## src/rtl/pcf_pkg.sv

```systemverilog
// shared constants for the phase code coefficient fuse pipeline
package pcf_pkg;

   localparam int unsigned FLOAT_W  = 32;
   localparam int unsigned HALF_W   = 16;
   localparam int unsigned CODE_W   = 2;
   localparam int unsigned ADD_LAT  = 3;

   localparam logic [FLOAT_W-1:0] FLOAT_QNAN = 32'h7fc0_0000;
   localparam logic [7:0]         FLOAT_EXP_MAX = 8'hff;
   localparam logic [HALF_W-1:0]  HALF_INF = 16'h7c00;

   localparam logic [CODE_W-1:0] CODE_NEG_RE = 2'd0;
   localparam logic [CODE_W-1:0] CODE_POS_RE = 2'd1;
   localparam logic [CODE_W-1:0] CODE_NEG_IM = 2'd2;
   localparam logic [CODE_W-1:0] CODE_POS_IM = 2'd3;

   typedef struct packed {
      logic       nan;
      logic       inf;
      logic       inf_sign;
      logic       sign;
      logic       sub;
      logic       zero_sign;
      logic [7:0] exp;
   } add_ctl_type;

endpackage

```

## src/rtl/pcf_half.sv

```systemverilog
// single to half conversion and result register
module pcf_half import pcf_pkg::*; (
   input  logic               clock,
   input  logic               reset,
   input  logic               en,
   input  logic               in_valid,
   input  logic [FLOAT_W-1:0] x0,
   input  logic [FLOAT_W-1:0] x1,
   input  logic [FLOAT_W-1:0] x2,
   input  logic [FLOAT_W-1:0] x3,
   output logic               out_valid,
   output logic [HALF_W-1:0]  h0,
   output logic [HALF_W-1:0]  h1,
   output logic [HALF_W-1:0]  h2,
   output logic [HALF_W-1:0]  h3
);

   function automatic logic [HALF_W-1:0] to_half(input logic [FLOAT_W-1:0] x);
      logic [7:0]  ex;
      logic [15:0] sg;
      logic [23:0] mm;
      logic [4:0]  sh;
      logic [23:0] hs;
      logic [23:0] rs;
      logic [7:0]  eh;
      logic [HALF_W-1:0] r;
      ex = x[30:23];
      sg = {x[31], 15'd0};
      mm = {1'b1, x[22:0]};
      sh = 5'(8'd126 - ex);
      hs = mm >> sh;
      rs = mm >> (sh - 5'd1);
      eh = ex - 8'd112;
      if (ex == FLOAT_EXP_MAX && x[22:0] != 23'd0) begin
         r = HALF_INF;
      end else if (ex < 8'd102) begin
         r = sg;
      end else if (ex <= 8'd112) begin
         r = sg | (hs[15:0] + {15'd0, rs[0]});
      end else if (ex >= 8'd143) begin
         r = sg | HALF_INF;
      end else begin
         r = {x[31], eh[4:0], x[22:13]} + {15'd0, x[12]};
      end
      return r;
   endfunction

   logic              v_ff;
   logic [HALF_W-1:0] h0_ff, h1_ff, h2_ff, h3_ff;

   always_ff @(posedge clock) begin
      if (reset) begin
         v_ff <= 1'b0;
      end else if (en) begin
         v_ff <= in_valid;
      end
   end

   always_ff @(posedge clock) begin
      if (en) begin
         h0_ff <= to_half(x0);
         h1_ff <= to_half(x1);
         h2_ff <= to_half(x2);
         h3_ff <= to_half(x3);
      end
   end

   assign out_valid = v_ff;
   assign h0 = h0_ff;
   assign h1 = h1_ff;
   assign h2 = h2_ff;
   assign h3 = h3_ff;

endmodule

```

## config.mk

```make
export PLATFORM = sky130hd
export DESIGN_NAME = pcf_half
export DESIGN_NICKNAME = d
export VERILOG_FILES = /design/src/rtl/pcf_pkg.sv /design/src/rtl/pcf_half.sv
export SDC_FILE = /design/constraint.sdc
export NUM_CORES = 1
export LEC_CHECK = 0
export CAP_MARGIN = 5
export CORE_UTILIZATION = 30
export CTS_CLUSTER_SIZE = 14
export DETAILED_ROUTE_END_ITERATION = 8
export DONT_BUFFER_PORTS = 1
export HOLD_SLACK_MARGIN = 0.03
export SLEW_MARGIN = 5
export SYNTH_ARGS = -nofsm -noshare
export SYNTH_HDL_FRONTEND = slang
export SYNTH_SLANG_ARGS = --single-unit
```

## constraint.sdc

```tcl
create_clock -name clock -period 7.3 [get_ports clock]
set_input_delay 1.825 -clock clock [delete_from_list [all_inputs] [get_ports clock]]
set_output_delay 1.825 -clock clock [all_outputs]
set_load 0.01 [all_outputs]
```

==> reports/metrics.cfg <==
[outcome]
status = finished, final reports clean

[job]
drv_cap = 0

[power_and_ir_drop]
power_frac_seq = 0.281
p_leak_nw = 4.52
power_density_nw_per_um2 = 142
pwr-share-clk = 0.256
swShare = 0.387
p_switching_uw = 700
p_comb_frac = 0.464
peakVddDrop_uv = 119
p_int_mw = 1.11

[sta]
final.setup.tns_ns = 0
maxSlewHeadroom = 0.226
fin_hold_ws_ns = 0.573
clock_skew_ns = 0
worst_slew_pin_slew_ns = 1.16
slew_violations = 0
report.final.hold_viol_count = 0
setup_viol = 0
min_period_ns = 5.86
timing.final.crit_share = 0.803
max_freq_mhz = 171
rsz0062_at_grt = no

[setup_path]
cpMostUsedCell = ha_1
critPathKind = primary input to register
crit_slowest_cell = ha_1
cp_max_fo = 40
critPathBufInv = 3
cp.required_ns = 7.38
crit_chain = inv_2 > ha_1 > buf_4 > mux4_2 > mux4_2 > nand2_1 > o31ai_1 > ha_1 > ha_1 > inv_1 > a21oi_1 > and4b_1 > and3_1 > o31a_1
crit_path_start_kind = primary input
cp_top_family = adder cells
cpPeakStageDelay_ns = 0.92
arrival_ns = 5.94
crit_path_end_kind = register

[floorplanning]
fp.dieW_um = 202
die_h_um = 202
coreArea_um2 = 39000
placementRows = 72
io_pins = 197
start_util = 0.306
die-area_um2 = 40600

[global_routing]
grt_remaining_overflow = 0
grt_max_degree = 66
grt_pass1_wl_mm = 63.1
antenna_found_initial = 0
groute.usage.overall = 0.192
grt_pass1_vias = 10900

[hold_path]
min_path_type = register to register

[synth]
synth.avg_cell_area_um2 = 8.32
synthesis.nets = 1604
ys_types = 84
synth_commonest_cells = nand2_1 (135), mux2i_1 (120), nor2_1 (118), clkbuf_1 (78), edfxtp_1 (64)
netlist_instances = 1436
synthArstFlopShare = 0
synth_area_leaders = edfxtp_1 (16%), mux4_2 (11%), mux2i_1 (10%)
ys_seq_area_frac = 0.162
ys_ff_latch = 65
synth_ff_type = edfxtp_1
netlist_area_um2 = 12000
yosysWarnings = 0
synth_top_area_frac = 0.161
yosys.cell_count.top_type = nand2_1
yosysTopAreaCell = edfxtp_1
synth_edf_count = 64

[cells_and_area]
drive_gt1_frac = 0.126
areaGrowthSynthToFinish_pct = 6.06
fill_cells = 4053
diodes = 0
instances_no_fill = 1886
layout.nets = 1531

[placement]
io_buffers = 0
place.gp.congestion = 0.935
dp.cells = 1870
dp_hpwl_mm = 31.5

[cts]
clk_latency_ns = 0.33
clock-root-buffer = clkbuf_16
cts.htree.levels = 3
cts_tree = built
cts_resized = 0
cts_max_path_buffers = 2
cts.sinks = 65
clk_pin_slew_worst_paths_ns = 0.06
cts_setup_buffers = 0
hold_buffers = 0
cts-buffers-inserted = 9

[drt]
dr.pass1.iters = 6
drt_iter0_drc = 830
vias = 11400
drcViolationCount = 0
final_antenna_net_count = 0
routed_via_density = 6.06
wire_per_inst_um = 21.5
wl_mm = 40.5

## area by class of cell
cell class,instances,area (µm²),share of cell area
well taps,518,648,0.0511
multi-input cells,1221,9420,0.743
flip-flops and latches,65,1940,0.153
repair buffers,28,210,0.0166
clock buffers,9,225,0.0178
inverters,38,143,0.0113
clock inverters,7,87.6,0.00691
## routing by layer
layer,vias to the layer above,wire length (µm),GRT usage
met4,0,758,0.0482
met2,476,19300,0.323
met5,-,0,0
li1,5356,-,-
met3,58,2710,0.0342
met1,5537,17700,0.254
## sequential cells by signal, indices dropped and copies added (netlist names)
| signal | cells |
|---|---|
| h1 | 16 |
| h3 | 16 |
| h2 | 16 |
| h0 | 16 |
| out_valid | 1 |
## placed cells by master (no fill, tap or decap), drive strengths merged, types with 28 or more instances in the layout
cell type,Yosys,layout
a21oi,53,53
buf,32,28
o21ai,51,51
xnor2,58,58
nor2,118,118
xor2,47,47
mux2,60,60
nand3,55,55
nand2,135,135
mux2i,120,120
nor3,50,50
mux4,60,60
inv,38,41
edfxtp,64,64
ha,36,36
## logic make-up (layout without fill, tap and decap cells)
group | Yosys count | in the layout | share of synthesized area
mux | 240 | 240 | 0.270
compound gates | 306 | 306 | 0.175
xor+xnor | 105 | 105 | 0.0776
fa+ha+maj | 36 | 36 | 0.0377
simple gates | 534 | 534 | 0.226
flops | 65 | 65 | 0.162
buf+inv | 150 | 82 | 0.0512
## final timing paths
kind,start,endpoint,slack (ns),cells after the start
setup / recovery,x1[23],h1[10],1.44,14
hold / removal,out_valid,out_valid,0.57,2
setup reg to reg,out_valid,out_valid,6.66,2
hold reg to reg,out_valid,out_valid,0.57,2
## power groups by stage
stage / Clock (mW) / Combinational [mW] / Sequential (mW)
after floorplan: 0 / 0.680 / 0.501
after global placement: 0 / 0.819 / 0.519
after detailed placement: 0 / 0.825 / 0.518
after CTS: 0.484 / 0.829 / 0.510
after global routing: 0.494 / 0.908 / 0.512
final: 0.462 / 0.837 / 0.507
## worst reg2reg max path, stage by stage (launching register included)
cell	delay, ns
dfxtp_1	0.34
mux2i_1	0.14
nor2_1	0.06
## metrics by stage
step | area [µm²] | worst slack, ns | power, mW | utilization
after global placement | 12400 | 1.25 | 1.34 | 0.317
after detailed placement | 12400 | 1.13 | 1.34 | 0.317
final | 12700 | 1.44 | 1.81 | 0.325
after floorplan | 12000 | 0.571 | 1.18 | -
after CTS | 12700 | 1.52 | 1.82 | 0.325
after global routing | 12700 | 1.24 | 1.91 | 0.325
No activity file was read; power rests on OpenSTA's default activity.
