==> config.mk <==
export PLATFORM = sky130hd
export DESIGN_NAME = pcf_fadd
export DESIGN_NICKNAME = d
export VERILOG_FILES = /design/src/rtl/pcf_pkg.sv /design/src/rtl/pcf_fadd.sv
export SDC_FILE = /design/constraint.sdc
export NUM_CORES = 1
export LEC_CHECK = 0
export BUFFER_PORTS_ARGS = -buffer_cell sky130_fd_sc_hd__buf_2
export CAP_MARGIN = 20
export CORE_AREA = 5 5 198 200
export DETAILED_ROUTE_END_ITERATION = 8
export DIE_AREA = 0 0 203 205
export PLACE_DENSITY = 0.6
export SLEW_MARGIN = 20
export SYNTH_ARGS = -nofsm -noshare
export SYNTH_HDL_FRONTEND = slang
export SYNTH_SLANG_ARGS = --single-unit
==> constraint.sdc <==
create_clock -name clock -period 7.64 [get_ports clock]
set_input_delay 0.764 -clock clock [delete_from_list [all_inputs] [get_ports clock]]
set_output_delay 0.764 -clock clock [all_outputs]
set_load 0.1 [all_outputs]
==> src/rtl/pcf_pkg.sv <==
// shared constants for the phase code coefficient fuse pipeline
package pcf_pkg;

   localparam int unsigned FLOAT_W  = 32;
   localparam int unsigned HALF_W   = 16;
   localparam int unsigned CODE_W   = 2;
   localparam int unsigned ADD_LAT  = 3;

   localparam logic [FLOAT_W-1:0] FLOAT_QNAN = 32'h7fc0_0000;
   localparam logic [7:0]         FLOAT_EXP_MAX = 8'hff;
   localparam logic [HALF_W-1:0]  HALF_INF = 16'h7c00;

   localparam logic [CODE_W-1:0] CODE_NEG_RE = 2'd0;
   localparam logic [CODE_W-1:0] CODE_POS_RE = 2'd1;
   localparam logic [CODE_W-1:0] CODE_NEG_IM = 2'd2;
   localparam logic [CODE_W-1:0] CODE_POS_IM = 2'd3;

   typedef struct packed {
      logic       nan;
      logic       inf;
      logic       inf_sign;
      logic       sign;
      logic       sub;
      logic       zero_sign;
      logic [7:0] exp;
   } add_ctl_type;

endpackage

==> src/rtl/pcf_fadd.sv <==
// three stage single precision adder, round to nearest even
module pcf_fadd import pcf_pkg::*; (
   input  logic               clock,
   input  logic               reset,
   input  logic               en,
   input  logic               in_valid,
   input  logic [FLOAT_W-1:0] a,
   input  logic [FLOAT_W-1:0] b,
   output logic               out_valid,
   output logic [FLOAT_W-1:0] sum
);

   logic              v1_ff, v2_ff, v3_ff;
   add_ctl_type       c1_in, c1_ff, c2_ff;
   logic [26:0]       big_in, big_ff, small_in, small_ff;
   logic [27:0]       sum_in, sum_ff;
   logic [4:0]        lz_in, lz_ff;
   logic [FLOAT_W-1:0] res_in, res_ff;

   // stage 1: classify, swap, align
   logic [7:0]  ea, eb, eab, ebb, d;
   logic        a_nan, b_nan, a_inf, b_inf, swap;
   logic [23:0] mbig, msml;
   logic [53:0] wide;

   always_comb begin
      ea = (a[30:23] == 8'd0) ? 8'd1 : a[30:23];
      eb = (b[30:23] == 8'd0) ? 8'd1 : b[30:23];
      a_nan = (a[30:23] == FLOAT_EXP_MAX) && (a[22:0] != 23'd0);
      b_nan = (b[30:23] == FLOAT_EXP_MAX) && (b[22:0] != 23'd0);
      a_inf = (a[30:23] == FLOAT_EXP_MAX) && (a[22:0] == 23'd0);
      b_inf = (b[30:23] == FLOAT_EXP_MAX) && (b[22:0] == 23'd0);
      swap = b[30:0] > a[30:0];
      eab  = swap ? eb : ea;
      ebb  = swap ? ea : eb;
      mbig = swap ? {|b[30:23], b[22:0]} : {|a[30:23], a[22:0]};
      msml = swap ? {|a[30:23], a[22:0]} : {|b[30:23], b[22:0]};
      d = eab - ebb;
      wide = {msml, 3'b000, 27'd0} >> d[4:0];
      big_in = {mbig, 3'b000};
      if (d >= 8'd27) begin
         small_in = {26'd0, |msml};
      end else begin
         small_in = {wide[53:28], wide[27] | (|wide[26:0])};
      end
      c1_in.nan = a_nan || b_nan || (a_inf && b_inf && (a[31] ^ b[31]));
      c1_in.inf = a_inf || b_inf;
      c1_in.inf_sign = a_inf ? a[31] : b[31];
      c1_in.sign = swap ? b[31] : a[31];
      c1_in.sub = a[31] ^ b[31];
      c1_in.zero_sign = (a[31] ^ b[31]) ? 1'b0 : a[31];
      c1_in.exp = eab;
   end

   // stage 2: add and count leading zeros
   always_comb begin
      sum_in = c1_ff.sub ? ({1'b0, big_ff} - {1'b0, small_ff})
                         : ({1'b0, big_ff} + {1'b0, small_ff});
      lz_in = 5'd27;
      for (int i = 0; i <= 26; i++) begin
         if (sum_in[i]) begin
            lz_in = 5'(26 - i);
         end
      end
   end

   // stage 3: normalize and round
   logic [4:0]  shamt;
   logic [26:0] m;
   logic [8:0]  e9;
   logic [7:0]  ef;
   logic        rnd;

   always_comb begin
      shamt = 5'd0;
      if (sum_ff[27]) begin
         m  = {sum_ff[27:2], sum_ff[1] | sum_ff[0]};
         e9 = {1'b0, c2_ff.exp} + 9'd1;
      end else begin
         shamt = ({3'd0, lz_ff} < c2_ff.exp) ? lz_ff : 5'(c2_ff.exp - 8'd1);
         m  = sum_ff[26:0] << shamt;
         e9 = {1'b0, c2_ff.exp} - {4'd0, shamt};
      end
      ef  = m[26] ? e9[7:0] : 8'd0;
      rnd = m[2] & (m[1] | m[0] | m[3]);
      if (c2_ff.nan) begin
         res_in = FLOAT_QNAN;
      end else if (c2_ff.inf) begin
         res_in = {c2_ff.inf_sign, FLOAT_EXP_MAX, 23'd0};
      end else if (sum_ff == 28'd0) begin
         res_in = {c2_ff.zero_sign, 31'd0};
      end else if (e9 >= 9'd255) begin
         res_in = {c2_ff.sign, FLOAT_EXP_MAX, 23'd0};
      end else begin
         res_in = {c2_ff.sign, {ef, m[25:3]} + {30'd0, rnd}};
      end
   end

   always_ff @(posedge clock) begin
      if (reset) begin
         v1_ff <= 1'b0;
         v2_ff <= 1'b0;
         v3_ff <= 1'b0;
      end else if (en) begin
         v1_ff <= in_valid;
         v2_ff <= v1_ff;
         v3_ff <= v2_ff;
      end
   end

   always_ff @(posedge clock) begin
      if (en) begin
         c1_ff    <= c1_in;
         big_ff   <= big_in;
         small_ff <= small_in;
         c2_ff    <= c1_ff;
         sum_ff   <= sum_in;
         lz_ff    <= lz_in;
         res_ff   <= res_in;
      end
   end

   assign out_valid = v3_ff;
   assign sum       = res_ff;

endmodule

==> results.json <==
{
  "gp_congestion": 0.989,
  "wirelength_mm": 45.0,
  "dp_hpwl_mm": 35.1,
  "r2r-start": "c2_ff[2]",
  "pwr-share-seq_pct": 25.1,
  "grt-ovfl-total": 0,
  "p_per_area_mw_per_mm2": 289,
  "final_net_count": 1833,
  "finalCritPeriodShare_pct": 87.0,
  "vias_per_cell": 6.18,
  "end_kind": "flop",
  "hold_path_class": "reg -> reg",
  "slew_headroom_pct": 31.3,
  "internal_power_mw": 2.51,
  "synth-edff-count": 143,
  "syn_area_mm2": 0.0147,
  "fmax_mhz": 150,
  "netSwitchingPower_mw": 2.20,
  "fin_skew_ns": 0.0134,
  "clock_latency_ns": 0.44,
  "post_cts.repair.setup_buffers": 0,
  "hold_violations": 0,
  "route.met3.wl_mm": 2.33,
  "clockBufferDepth": 2,
  "io_buffers": 100,
  "syn_inst": 1588,
  "drt-wirelength-per-cell_um": 21.0,
  "rr_worst_depth": 20,
  "swShare_pct": 46.6,
  "synth.ff_latch_count": 146,
  "syn_to_final_growth_pct": 10.7,
  "ys_seq_area_share_pct": 29.6,
  "coreArea_mm2": 0.0372,
  "p_total_mw": 4.71,
  "cts_root_buf": "clkbuf_16",
  "cts_hold_buf": 0,
  "clkPwrFrac_pct": 18.2,
  "cts_made_buffers": 17,
  "grt_pass1_vias": 12700,
  "rsz0062_at_grt": "no",
  "design_area_mm2": 0.0163,
  "fin_tns_setup_ns": 0,
  "drtPass1Iterations": 8,
  "leakage_nw": 6.42,
  "grt_antenna_before_repair": 0,
  "die-area_mm2": 0.0416,
  "comb_power_share_pct": 56.7,
  "place_area_mm2": 0.0157,
  "synth_warnings": 0,
  "route.met2.wl_mm": 21.6,
  "avgSynthCellArea_um2": 9.26,
  "synth_flop_cell": "edfxtp_1",
  "drt_iter0_drc": 1229,
  "drive_gt1_share_pct": 16.9,
  "cts.sinks": 146,
  "grt_use_total_pct": 21.2,
  "hold_depth": 0,
  "cts_resized": 0,
  "die_h_um": 205,
  "worst_pin_slew_ns": 1.02,
  "synth-async-reset-ratio_pct": 0,
  "cts_tree": "done",
  "min_period_ns": 6.64,
  "final_max_slew_viol_count": 0,
  "num_io_pins": 101,
  "crit_start": "c2_ff[2]",
  "grt_pass1_wl_mm": 71.2,
  "ant_nets": 0,
  "die-width_um": 203,
  "arrival_ns": 6.81,
  "setup_viol_count_final": 0,
  "antenna_cells": 0,
  "crit_type": "reg -> reg",
  "wl_met1_mm": 19.4,
  "cp_max_fo": 25,
  "routed.top_layer": "met4",
  "clk_pin_slew_worst_paths_ns": 0.07,
  "start_kind": "flop",
  "initial_utilization_pct": 39.5,
  "min-delay-start": "c1_ff[5]",
  "synth.net_count": 1761,
  "cts-htree-levels": 4,
  "ir_drop_mv": 0.143,
  "status": "finished clean",
  "detailroute.via_count": 13272,
  "fp-row-count": 71,
  "synth_cell_type_count": 94,
  "grt_max_degree": 76,
  "cap_violations": 0,
  "required_ns": 7.80,
  "post-route-drc-count": 0
}
## cells in the final DEF, fill, tap and decap left out, types with 10 or more instances in the layout
cell type | synthesis | layout
nor2_1 | 144 | 143
a22oi_1 | 17 | 17
xor2_1 | 18 | 18
nand4_1 | 25 | 25
o31ai_1 | 10 | 10
clkbuf_16 | 0 | 17
nand3_1 | 36 | 36
nand2_1 | 112 | 112
nor3_1 | 42 | 42
mux2i_1 | 58 | 58
ha_1 | 102 | 102
inv_1 | 128 | 128
a21boi_0 | 14 | 14
a21oi_1 | 118 | 118
buf_2 | 9 | 99
nor4_1 | 30 | 30
mux4_2 | 42 | 42
o211ai_1 | 35 | 35
nand2b_1 | 11 | 11
a21o_1 | 26 | 26
a31oi_1 | 16 | 16
o21bai_1 | 14 | 14
edfxtp_1 | 143 | 143
mux2_2 | 46 | 46
xnor2_1 | 44 | 42
buf_4 | 4 | 25
nor2b_1 | 10 | 10
a211oi_1 | 24 | 24
o21ai_0 | 48 | 48
## final timing paths
check             end  slack (ns)
max           sum[29]         1.0
min          c2_ff[5]        0.42
max reg2reg   sum[29]         1.0
min reg2reg  c2_ff[5]        0.42
## per-layer routing
metal	global-route usage, %	vias to the layer above
li1	-	6230
met1	28.6	6397
met2	35.2	551
met3	2.15	94
met4	8.37	0
met5	0	-
## cells by family (layout without fill, tap and decap cells)
| kind of cell | Yosys count | after routing | share of synthesized area [%] |
|---|---|---|---|
| flops | 146 | 146 | 29.6 |
| compound gates | 446 | 446 | 21.2 |
| mux | 151 | 151 | 14.7 |
| fa+ha+maj | 105 | 105 | 9.08 |
| xor+xnor | 62 | 62 | 3.69 |
| buf+inv | 201 | 286 | 5.70 |
| simple gates | 477 | 477 | 16.0 |
## layout make-up
| type | count | area [um2] |
|---|---|---|
| Clock buffer | 17 | 425 |
| Clock inverter | 15 | 170 |
| Fill cell | 3607 | 20900 |
| Inverter | 128 | 480 |
| Multi-Input combinational cell | 1241 | 9550 |
| Sequential cell | 146 | 4350 |
| Tap cell | 474 | 593 |
| Timing Repair Buffer | 126 | 714 |
## state kept, by name, indices dropped and copies added (netlist names)
| name | count |
|---|---|
| sum | 32 |
| sum_ff | 28 |
| small_ff | 27 |
| big_ff | 24 |
| c1_ff | 14 |
| c2_ff | 13 |
| lz_ff | 5 |
| out_valid | 1 |
| v1_ff | 1 |
| v2_ff | 1 |
## Yosys cell counts, types with 18 or more instances
master,number,area share [%]
a211oi_1,24,1.2
clkbuf_1,47,1.2
o21ai_0,48,1.6
edfxtp_1,143,29
a21o_1,26,1.3
o211ai_1,35,1.8
nand4_1,25,1.1
mux2i_1,58,3.9
mux4_2,42,6.4
inv_1,128,3.3
xor2_1,18,1.1
a21oi_1,118,4.0
mux2_2,46,3.5
ha_1,102,8.7
nand2_1,112,2.9
nand3_1,36,1.2
xnor2_1,44,2.6
nor2_1,144,3.7
nor4_1,30,1.3
nor3_1,42,1.4
## through the flow
step / setup WS, ns / utilization (%) / std cells / hold WS (ns)
2_1_floorplan: 0.726 / - / 1588 / 0.400
3_3_place_gp: 1.03 / 42.1 / 2115 / 0.405
3_5_place_dp: 0.955 / 42.1 / 2115 / 0.408
4_1_cts: 1.06 / 43.7 / 2147 / 0.415
5_1_grt: 0.635 / 43.7 / 2147 / 0.436
6_report: 0.995 / 43.7 / 2147 / 0.418
## worst max-delay path, stage by stage (launching register included)
cell      delay (ns)
edfxtp_1        0.49
inv_1           0.09
ha_1            0.35
a21o_1          0.20
a31oi_4         0.28
o21a_1          0.86
o21ai_4         0.37
nor3_1          0.82
ha_1            0.37
nor2b_1         0.13
ha_1            0.33
inv_1           0.10
o21bai_1        0.08
a21oi_1         0.22
o21bai_1        0.09
a21oi_1         0.17
xor2_1          0.29
o211ai_1        0.13
inv_1           0.24
nor2_1          0.14
or4_1           0.61
## power by group through the flow
| stage | registers, mW | clock network [mW] | logic, mW |
|---|---|---|---|
| 2_1_floorplan | 1.25 | 0 | 1.88 |
| 3_3_place_gp | 1.19 | 0 | 2.62 |
| 3_5_place_dp | 1.19 | 0 | 2.63 |
| 4_1_cts | 1.18 | 0.874 | 2.64 |
| 5_1_grt | 1.19 | 0.913 | 2.89 |
| 6_report | 1.18 | 0.856 | 2.67 |
Note: power is estimated with default switching activity, not from simulation.
